--- src/hdl/assert_macros.svh ---
// assertion macros shared by the converter rtl
// no dependencies; compiled away when SYNTHESIS is defined
`ifndef ASSERT_MACROS_SVH
`define ASSERT_MACROS_SVH

`ifndef SYNTHESIS

`define LEC_ASSERT_IMP(name, clk, rst_n, ante, cons) \
    name: assert property (@(posedge clk) disable iff (!(rst_n)) (ante) |-> (cons)) \
        else $error("lec assertion failed");

`define LEC_ASSERT_NXT(name, clk, rst_n, ante, cons) \
    name: assert property (@(posedge clk) disable iff (!(rst_n)) (ante) |=> (cons)) \
        else $error("lec assertion failed");

`else

`define LEC_ASSERT_IMP(name, clk, rst_n, ante, cons)
`define LEC_ASSERT_NXT(name, clk, rst_n, ante, cons)

`endif

`endif

--- src/hdl/lec_pkg.sv ---
// types and constants of the line ending converter
// no dependencies
`timescale 1ns / 1ps
`default_nettype none

package lec_pkg;

    localparam logic [7:0] CH_SUB = 8'h1A;
    localparam logic [7:0] CH_CR  = 8'h0D;
    localparam logic [7:0] CH_LF  = 8'h0A;

    localparam logic [1:0] REG_ADD_CR_MODE  = 2'd0;
    localparam logic [1:0] REG_AUTO_NEWLINE = 2'd1;

    localparam int QAW    = 2;
    localparam int QDEPTH = 1 << QAW;

    typedef enum logic [1:0] {
        CLS_OTHER = 2'd0,
        CLS_CR    = 2'd1,
        CLS_LF    = 2'd2
    } class_t;

    typedef struct packed {
        logic [7:0] data_byte;
        logic       end_of_stream;
    } in_item_t;

    typedef struct packed {
        logic [7:0] out_byte;
        logic       last_of_run;
    } out_item_t;

    typedef struct packed {
        logic add_cr_mode;
        logic auto_newline;
    } cfg_t;

    // bytes[0] goes out first, cnt is 1 to 3
    typedef struct packed {
        logic [1:0]      cnt;
        logic [2:0][7:0] bytes;
    } entry_t;

    typedef struct packed {
        logic           full;
        logic           empty;
        logic [QAW:0]   count;
    } q_status_t;

endpackage

`default_nettype wire

--- src/hdl/line_ending_converter_core.sv ---
// line ending converter: an item enters the front, its bytes leave the back one per cycle
// while m_ready is high; an accepted item's entry is queued and sent after the entries ahead
// throughput: one item per cycle while m_ready is high and items yield at most one byte each;
// an item of several bytes holds the port until all are sent, the 4-entry queue absorbs bursts
// reset: synchronous active low, clears queue and stream state, add_cr_mode 0, auto_newline 1
// depends on lec_pkg, lec_front, lec_queue, lec_back, assert_macros.svh
`timescale 1ns / 1ps
`default_nettype none

`include "assert_macros.svh"

module line_ending_converter_core (
    input  wire                     aclk,
    input  wire                     aresetn,
    input  wire                     cfg_valid,
    output logic                    cfg_ready,
    input  wire [1:0]               cfg_index,
    input  wire                     cfg_data,
    input  wire                     s_valid,
    output logic                    s_ready,
    input  wire lec_pkg::in_item_t  s_data,
    output logic                    m_valid,
    input  wire                     m_ready,
    output lec_pkg::out_item_t      m_data
);
    import lec_pkg::*;

    cfg_t      cfg_reg, cfg_next;
    entry_t    push_entry;
    entry_t    head;
    q_status_t q_status;
    logic      push;
    logic      pop;

    assign cfg_ready = 1'b1;

    always_comb begin
        cfg_next = cfg_reg;
        if (cfg_valid) begin
            case (cfg_index)
                REG_ADD_CR_MODE:  cfg_next.add_cr_mode  = cfg_data;
                REG_AUTO_NEWLINE: cfg_next.auto_newline = cfg_data;
                default:          cfg_next = cfg_reg;
            endcase
        end
    end

    always_ff @(posedge aclk) begin
        if (!aresetn) begin
            cfg_reg.add_cr_mode  <= 1'b0;
            cfg_reg.auto_newline <= 1'b1;
        end else begin
            cfg_reg <= cfg_next;
        end
    end

    lec_front u_front (
        .aclk       (aclk),
        .aresetn    (aresetn),
        .cfg        (cfg_reg),
        .s_valid    (s_valid),
        .s_ready    (s_ready),
        .s_data     (s_data),
        .q_full     (q_status.full),
        .push       (push),
        .push_entry (push_entry)
    );

    lec_queue u_queue (
        .aclk       (aclk),
        .aresetn    (aresetn),
        .push       (push),
        .push_entry (push_entry),
        .pop        (pop),
        .head       (head),
        .status     (q_status)
    );

    lec_back u_back (
        .aclk    (aclk),
        .aresetn (aresetn),
        .head    (head),
        .q_empty (q_status.empty),
        .pop     (pop),
        .m_valid (m_valid),
        .m_ready (m_ready),
        .m_data  (m_data)
    );

    `LEC_ASSERT_IMP(a_q_bound, aclk, aresetn, 1'b1, q_status.count <= QDEPTH[QAW:0])
    `LEC_ASSERT_IMP(a_no_push_full, aclk, aresetn, push, !q_status.full)
    `LEC_ASSERT_NXT(a_pop_drains, aclk, aresetn, pop && !push,
        q_status.count == $past(q_status.count) - 1'b1)
    `LEC_ASSERT_IMP(a_entry_nonempty, aclk, aresetn, m_valid, head.cnt != 2'd0)

endmodule

`default_nettype wire

--- src/hdl/lec_front.sv ---
// front end: accepts items, tracks line ending state, builds output entries
// depends on lec_pkg
`timescale 1ns / 1ps
`default_nettype none

module lec_front (
    input  wire                    aclk,
    input  wire                    aresetn,
    input  wire lec_pkg::cfg_t     cfg,
    input  wire                    s_valid,
    output logic                   s_ready,
    input  wire lec_pkg::in_item_t s_data,
    input  wire                    q_full,
    output logic                   push,
    output lec_pkg::entry_t        push_entry
);
    import lec_pkg::*;

    class_t prev_class_reg, prev_class_next;
    logic   discard_reg, discard_next;
    logic   accept;
    logic   is_end;
    logic   put_prefix;
    logic   put_byte;
    logic   prefix_is_run;
    logic [1:0] pre_cnt;
    logic [7:0] pre_single;
    entry_t e;

    assign s_ready = !q_full;
    assign accept  = s_valid && s_ready;
    assign is_end  = s_data.end_of_stream || (!cfg.add_cr_mode && s_data.data_byte == CH_SUB);

    always_comb begin
        prev_class_next = prev_class_reg;
        discard_next    = discard_reg;
        put_prefix      = 1'b0;
        prefix_is_run   = 1'b0;
        put_byte        = 1'b0;
        if (discard_reg) begin
            if (s_data.end_of_stream) begin
                prev_class_next = CLS_OTHER;
                discard_next    = 1'b0;
            end
        end else if (is_end) begin
            case (prev_class_reg)
                CLS_CR: begin
                    put_prefix    = 1'b1;
                    prefix_is_run = 1'b1;
                end
                CLS_LF: put_prefix = 1'b0;
                default: put_prefix = cfg.auto_newline;
            endcase
            prev_class_next = CLS_OTHER;
            discard_next    = !s_data.end_of_stream;
        end else if (s_data.data_byte == CH_CR) begin
            prev_class_next = CLS_CR;
        end else if (s_data.data_byte == CH_LF) begin
            put_prefix      = 1'b1;
            prev_class_next = CLS_LF;
        end else begin
            put_prefix      = (prev_class_reg == CLS_CR);
            prefix_is_run   = 1'b1;
            put_byte        = 1'b1;
            prev_class_next = CLS_OTHER;
        end
    end

    // a cr run in strip mode turns into one byte, everything else into cr lf or lf
    always_comb begin
        pre_single = (prefix_is_run && !cfg.auto_newline) ? CH_CR : CH_LF;
        e          = '0;
        pre_cnt    = 2'd0;
        if (put_prefix) begin
            if (cfg.add_cr_mode) begin
                e.bytes[0] = CH_CR;
                e.bytes[1] = CH_LF;
                pre_cnt    = 2'd2;
            end else begin
                e.bytes[0] = pre_single;
                pre_cnt    = 2'd1;
            end
        end
        e.cnt = pre_cnt;
        if (put_byte) begin
            e.bytes[pre_cnt] = s_data.data_byte;
            e.cnt            = pre_cnt + 2'd1;
        end
    end

    assign push       = accept && (e.cnt != 2'd0);
    assign push_entry = e;

    always_ff @(posedge aclk) begin
        if (!aresetn) begin
            prev_class_reg <= CLS_OTHER;
            discard_reg    <= 1'b0;
        end else if (accept) begin
            prev_class_reg <= prev_class_next;
            discard_reg    <= discard_next;
        end
    end

endmodule

`default_nettype wire

--- src/hdl/lec_queue.sv ---
// small queue of output entries between front and back
// depends on lec_pkg
`timescale 1ns / 1ps
`default_nettype none

module lec_queue (
    input  wire                   aclk,
    input  wire                   aresetn,
    input  wire                   push,
    input  wire lec_pkg::entry_t  push_entry,
    input  wire                   pop,
    output lec_pkg::entry_t       head,
    output lec_pkg::q_status_t    status
);
    import lec_pkg::*;

    entry_t            mem_reg [QDEPTH];
    logic [QAW-1:0]    wr_ptr_reg, wr_ptr_next;
    logic [QAW-1:0]    rd_ptr_reg, rd_ptr_next;
    logic [QAW:0]      count_reg, count_next;
    logic              do_pop;

    assign do_pop = pop && (count_reg != '0);

    always_comb begin
        wr_ptr_next = push   ? wr_ptr_reg + 1'b1 : wr_ptr_reg;
        rd_ptr_next = do_pop ? rd_ptr_reg + 1'b1 : rd_ptr_reg;
        count_next  = count_reg;
        if (push && !do_pop) begin
            count_next = count_reg + 1'b1;
        end else if (!push && do_pop) begin
            count_next = count_reg - 1'b1;
        end
    end

    always_ff @(posedge aclk) begin
        if (!aresetn) begin
            wr_ptr_reg <= '0;
            rd_ptr_reg <= '0;
            count_reg  <= '0;
        end else begin
            wr_ptr_reg <= wr_ptr_next;
            rd_ptr_reg <= rd_ptr_next;
            count_reg  <= count_next;
        end
    end

    always_ff @(posedge aclk) begin
        if (push) begin
            mem_reg[wr_ptr_reg] <= push_entry;
        end
    end

    assign head         = mem_reg[rd_ptr_reg];
    assign status.full  = (count_reg == QDEPTH[QAW:0]);
    assign status.empty = (count_reg == '0);
    assign status.count = count_reg;

endmodule

`default_nettype wire

--- src/hdl/lec_back.sv ---
// back end: sends the bytes of each queued entry one per cycle while m_ready is high
// depends on lec_pkg
`timescale 1ns / 1ps
`default_nettype none

module lec_back (
    input  wire                  aclk,
    input  wire                  aresetn,
    input  wire lec_pkg::entry_t head,
    input  wire                  q_empty,
    output logic                 pop,
    output logic                 m_valid,
    input  wire                  m_ready,
    output lec_pkg::out_item_t   m_data
);
    import lec_pkg::*;

    logic [1:0] idx_reg, idx_next;
    logic       last;
    logic       take;

    assign m_valid = !q_empty;
    assign last    = (idx_reg == head.cnt - 2'd1);
    assign take    = m_valid && m_ready;
    assign pop     = take && last;

    assign m_data.out_byte    = head.bytes[idx_reg];
    assign m_data.last_of_run = last;

    always_comb begin
        idx_next = idx_reg;
        if (take) begin
            idx_next = last ? 2'd0 : idx_reg + 2'd1;
        end
    end

    always_ff @(posedge aclk) begin
        if (!aresetn) begin
            idx_reg <= 2'd0;
        end else begin
            idx_reg <= idx_next;
        end
    end

endmodule

`default_nettype wire
--- config.mk ---
export PLATFORM = sky130hd
export DESIGN_NAME = line_ending_converter_core
export DESIGN_NICKNAME = d
export VERILOG_FILES = /design/src/hdl/lec_pkg.sv /design/src/hdl/line_ending_converter_core.sv /design/src/hdl/lec_front.sv /design/src/hdl/lec_queue.sv /design/src/hdl/lec_back.sv
export VERILOG_INCLUDE_DIRS = /design/src /design/src/hdl
export SDC_FILE = /design/constraint.sdc
export NUM_CORES = 1
export LEC_CHECK = 0
export BUFFER_PORTS_ARGS = -buffer_cell sky130_fd_sc_hd__buf_2
export CORE_ASPECT_RATIO = 1.1
export CORE_MARGIN = 8
export CORE_UTILIZATION = 60
export DETAILED_ROUTE_END_ITERATION = 12
export HOLD_SLACK_MARGIN = 0.03
export PLACE_DENSITY = 0.79
export SYNTH_ARGS = -nofsm -noshare
export SYNTH_HDL_FRONTEND = slang
export SYNTH_SLANG_ARGS = --single-unit
--- constraint.sdc ---
create_clock -name aclk -period 10.13 [get_ports aclk]
set_clock_uncertainty 0.05 [all_clocks]
set_input_delay 3.039 -clock aclk [delete_from_list [all_inputs] [get_ports aclk]]
set_output_delay 3.039 -clock aclk [all_outputs]
set_load 0.005 [all_outputs]
==> results_dict.tcl, run 1 <==
set metrics [dict create \
    critical-path-slowest-cell "dfxtp_2" \
    crit_type "reg -> out" \
    yosysMostFrequentCell "edfxtp_1" \
    cp_cell_sequence "mux4_2 > xnor2_2 > or3_1 > o21ai_0 > buf_2" \
    port_buffers 27 \
    hold_viol 0 \
    die_area_um2 11930 \
    syn_area_per_cell_um2 15.95 \
    cts_setup_buffers 0 \
    synth.area.top_cells "edfxtp_1, mux4_2, dfxtp_1" \
    setup_viol 0 \
    synthTopCellsByCount "edfxtp_1, mux4_2, and2_1" \
    ant_nets 0 \
    crit_required_ns 7.04 \
    initial_core_util_pct 62.02 \
    rsz0062_at_grt "false" \
    multi_input_area_um2 1618 \
    max-slew-margin-rel_pct 39.32 \
    synth-edff-count 104 \
    cts_tree "done" \
    drc 0 \
    fin_ws_ns 4.188 \
    timing.fmax_mhz 168.3 \
    status "completed" \
    synthDistinctLibCells 53 \
    min_period_ns 5.942 \
    grt_usage_pct 18.53 \
    holdPathEnd "u_front.prev_class_reg[0]" \
    finalPower_mw 1.531 \
    viasPerCell 5.908 \
    largest_reg_flops 104 \
    setup.worst_path.end_class "output port" \
    clk_latency_ns 0.50 \
    synth_top_area_share_pct 59.88 \
    tns_ns 0 \
    netlist_area_um2 5215 \
    io_pins 29 \
    fillCellCount 526 \
    max_stage_delay_ns 0.92 \
    antenna_found_initial 0 \
    clockBufferDepth 2 \
    seqCellArea_um2 3445 \
    fin_crit_sh_pct 58.65 \
    crit_fanout 26 \
    arrival_ns 2.85 \
    cts_buffers 17 \
    htreeDepth 4 \
    maxCapViolCount 0 \
    clkSlewWorstSetupHoldPaths_ns 0.06 \
    grt_max_degree 27 \
    synth-main-ff-cell "edfxtp_1" \
    worst_pin_slew_ns 0.9102 \
    insertedDiodeCount 0 \
    fin_util_pct 72.69 \
    placeableCoreArea_um2 8408 \
    powerDensity_nw_per_um2 250.5 \
    maxSlewViolCount 0 \
    hold_path_class "reg -> reg" \
    first_iter_violations 192 \
    gp_congestion 0.8455 \
    syn-num-nets 351 \
    ys_seq_area_share_pct 66.03 \
    area_delta_synth_final_pct 17.20 \
    synth_seq_cells 120 \
    die_x_um 104.9 \
    drt_first_pass_iters 4 \
    ys.warnings.count 0 \
    irDropWorstVdd_v 0.0001273 \
    hold_start "u_front.prev_class_reg[0]" \
    r2r_cells 9 \
    path_buf_inv 1 \
    ctsHoldBuffers 0 \
    routedWlPerCell_um 21.24 \
    globalRoute.totalOverflow 0 \
    p_leak_nw 2.198 \
    rows 35 \
    synth_area_leader_cell "edfxtp_1" \
    critPathTopFamily "flip-flops" \
    die_h_um 113.8 \
    drive_above_1_share_pct 26.33 \
    post-place-ws_ns 4.261 \
    cts_root_buffer "clkbuf_8" \
    async_flop_share_pct 0 \
    dp_hpwl_um 6272 \
    startpoint_type "flop" \
    post_cts_resized 0 \
    reg2reg_slack_ns 6.55 \
    grt_pass1_wl_um 16390 \
    final_nets 387 \
    wirelength_um 10350 \
    clock_sinks 120 \
    grt_pass1_vias 3056 \
    syn_inst 327 \
    num_vias 2877 \
    hold_depth 2 \
    reg2reg_to "u_queue.count_reg[2]" \
]
[how the worst max path moves through the flow]
| stage | from | endpoint | cells after the start | slack, ns |
|---|---|---|---|---|
| floorplan | s_data[6] | u_queue.count_reg[2] | 11 | 4.55 |
| global placement | s_data[1] | u_queue.count_reg[2] | 11 | 4.35 |
| detailed placement | s_data[1] | u_queue.count_reg[2] | 11 | 4.26 |
| CTS | flop | m_data[0] | 5 | 4.07 |
| global route | flop | m_data[0] | 5 | 3.96 |
| finish | flop | m_data[0] | 5 | 4.19 |
[layer usage]
layer / track usage [%] / part of all wire [%]
met5: 0 / 0
met2: 31.19 / 51
met3: 5.189 / 4.9
met4: 10.19 / 2.7
met1: 20.99 / 41
[power by group]
group / switching (mW) / internal (mW) / leakage, nW / total, mW
Sequential: 0.0360 / 0.588 / 1.08 / 0.624
Combinational: 0.121 / 0.118 / 0.798 / 0.239
Clock: 0.216 / 0.452 / 0.320 / 0.668
[per-stage QoR]
stage          instance area [um2]  hold slack, ns  std cells
2_1_floorplan                 5215          0.4039        327
3_3_place_gp                  5449          0.4294        455
3_5_place_dp                  5449          0.4435        455
4_1_cts                       6112          0.4514        487
5_1_grt                       6112          0.4883        487
6_report                      6112          0.4478        487
[final cells by class]
class                           instances  share of cell area (%)
Clock buffer                           18                   6.837
Clock inverter                         14                   4.012
Inverter                               18                   1.105
Multi-Input combinational cell        173                   26.47
Sequential cell                       120                   56.36
Tap cell                              111                   2.272
Timing Repair Buffer                   33                   2.948
[tightest hold or removal path, stage by stage, from the launching register on]
cell and delay, ns:
dfxtp_1 0.32, o21ai_0 0.07, a21oi_1 0.06
[kinds of logic (layout without fill, tap and decap cells)]
kind of cell	after synthesis	in the layout	synth area share, %
flip-flops	120	120	66.03
AND/OR/NAND/NOR	75	75	8.109
AO/OA/AOI/OAI	43	43	5.638
multiplexers	42	42	14.40
buffers and inverters	34	83	2.951
adder cells (fa/ha/maj)	7	7	1.823
XOR/XNOR	5	5	0.9837
other	1	1	0.07191
[cell usage in the layout (no fill, tap or decap), types with 9 or more instances in the layout]
master / n
edfxtp_1: 104
clkbuf_16: 16
mux2i_1: 15
o22ai_1: 9
dfxtp_1: 15
and2_1: 25
nor2_1: 15
nand2_1: 12
a21oi_1: 11
inv_1: 17
buf_2: 27
mux4_2: 26
(Power assumes the default switching activity.)
==> run 2: changes to the inputs <==
CORE_UTILIZATION = 55   (was 60)
PLACE_DENSITY = 0.76   (was 0.79)
clock period = 5.3 ns   (was 10.13 ns; I/O delays follow)
==> run 2 against run 1 <==
Utilization decreased by 7.5 points. Critical path depth did not move. Final cell count increased by 1.4%. Sequential power rose by 88%. Flip-flop and latch count is the same. First-iteration DRC count increased by 18%. Hold slack got worse by 0.0095 ns. Critical path type unchanged. Non-clock buffer count increased by 1. Sequential share of layout area increased by 0.44 points. Global-route usage is 1.1 points lower. Critical endpoint is now m_data[1].
==> results_dict.tcl, run 2 (synthesis results as in run 1) <==
set metrics [dict create \
    status "completed" \
    crit_required_ns 3.66 \
    placeableCoreArea_um2 9305 \
    hold_viol 0 \
    hold_path_class "reg -> reg" \
    drt_first_pass_iters 4 \
    layout_commonest_cell "edfxtp_1" \
    drive_above_1_share_pct 25.99 \
    critical-path-slowest-cell "dfxtp_2" \
    insertedDiodeCount 0 \
    clkSlewWorstSetupHoldPaths_ns 0.06 \
    grt_max_degree 27 \
    crit_type "reg -> out" \
    viasPerCell 5.885 \
    die_area_um2 12860 \
    drc 0 \
    p_leak_nw 2.169 \
    cts_root_buffer "clkbuf_8" \
    max-slew-margin-rel_pct 49.40 \
    timing.fmax_mhz 239.5 \
    worst_hold_slack_ns 0.4382 \
    finalPower_mw 2.800 \
    max_stage_delay_ns 0.63 \
    seqCellArea_um2 3445 \
    clk_latency_ns 0.51 \
    multi_input_area_um2 1618 \
    cts_setup_buffers 0 \
    die_h_um 118.1 \
    tns_ns 0 \
    dp_hpwl_um 6248 \
    maxCapViolCount 0 \
    fillCellCount 635 \
    initial_core_util_pct 56.04 \
    post_cts_resized 0 \
    grt_usage_pct 17.41 \
    final_nets 388 \
    critPathTopFamily "multiplexers" \
    arrival_ns 2.53 \
    wirelength_um 10280 \
    final_cell_mix "edfxtp_1, buf_2, mux4_2" \
    rsz0062_at_grt "false" \
    largest_reg_flops 104 \
    first_iter_violations 226 \
    antenna_found_initial 0 \
    io_pins 29 \
    irDropWorstVdd_v 0.0002429 \
    worst_pin_slew_ns 0.7525 \
    setup_viol 0 \
    crit_fanout 14 \
    path_buf_inv 2 \
    rows 37 \
    port_buffers 27 \
    fin_crit_sh_pct 78.77 \
    cp_cell_sequence "buf_4 > mux4_2 > mux2i_1 > o22ai_1 > buf_2" \
    htreeDepth 4 \
    grt_pass1_vias 3111 \
    powerDensity_nw_per_um2 461.6 \
    ant_nets 0 \
    area_delta_synth_final_pct 16.29 \
    fin_util_pct 65.17 \
    setup.worst_path.end_class "output port" \
    cts_tree "done" \
    die_x_um 108.8 \
    globalRoute.totalOverflow 0 \
    num_vias 2907 \
    routedWlPerCell_um 20.80 \
    startpoint_type "flop" \
    grt_pass1_wl_um 16640 \
    maxSlewViolCount 0 \
    ctsHoldBuffers 0 \
    gp_congestion 0.8663 \
    clock_sinks 120 \
    min_period_ns 4.175 \
    cts_buffers 17 \
    clockBufferDepth 2 \
]
run 2: cell types whose count changed in the layout (fill, tap and decap cells not counted):
cell	delta
clkbuf_1	+1
buf_4	+1
clkinv_4	-1
inv_6	-3
clkinv_1	+1
bufinv_16	-2
clkinv_2	+2
clkinvlp_4	+2
run 2: worst paths after layout:
check	start	end	slack (ns)	cells after the start
max	flop	m_data[1]	1.13	5
min	u_front.prev_class_reg[0]	u_front.prev_class_reg[0]	0.44	2
max reg2reg	flop	u_queue.count_reg[2]	2.05	10
min reg2reg	u_front.prev_class_reg[0]	u_front.prev_class_reg[0]	0.44	2
run 2: layout make-up:
class,instances,area share [%]
well taps,117,2.414
multi-input cells,173,26.68
inverters,18,1.114
clock buffers,19,6.953
repair buffers,34,3.095
clock inverters,13,2.950
flip-flops and latches,120,56.80
run 2: worst register-to-register path, stage by stage (launching register included):
cell and delay (ns):
dfxtp_1 0.68, buf_4 0.36, mux4_2 0.43, nor3b_1 0.17, mux2i_1 0.24, ha_1 0.23
inv_1 0.06, fa_1 0.37, xor2_1 0.16, or3_1 0.30, a21oi_1 0.14
run 2: power by group:
| group | total, mW | internal (mW) | switching (mW) |
|---|---|---|---|
| clock network | 1.15 | 0.759 | 0.391 |
| logic | 0.475 | 0.226 | 0.249 |
| registers | 1.17 | 1.12 | 0.0515 |
| total | 2.80 | 2.11 | 0.691 |
run 2: metrics by stage:
| step | cells | setup slack (ns) | area [um2] |
|---|---|---|---|
| after global placement | 462 | 0.9604 | 5464 |
| after CTS | 494 | 1.028 | 6065 |
| after floorplan | 327 | 1.167 | 5215 |
| after global routing | 494 | 0.9180 | 6065 |
| final | 494 | 1.125 | 6065 |
| after detailed placement | 462 | 0.8840 | 5464 |
run 2: per-layer routing:
metal	up-vias	global-route usage, %	wire length, um
met4	0	7.369	174
met3	13	5.312	556
met5	-	0	0
met2	107	28.53	5277
met1	1456	20.66	4268
li1	1331	-	-
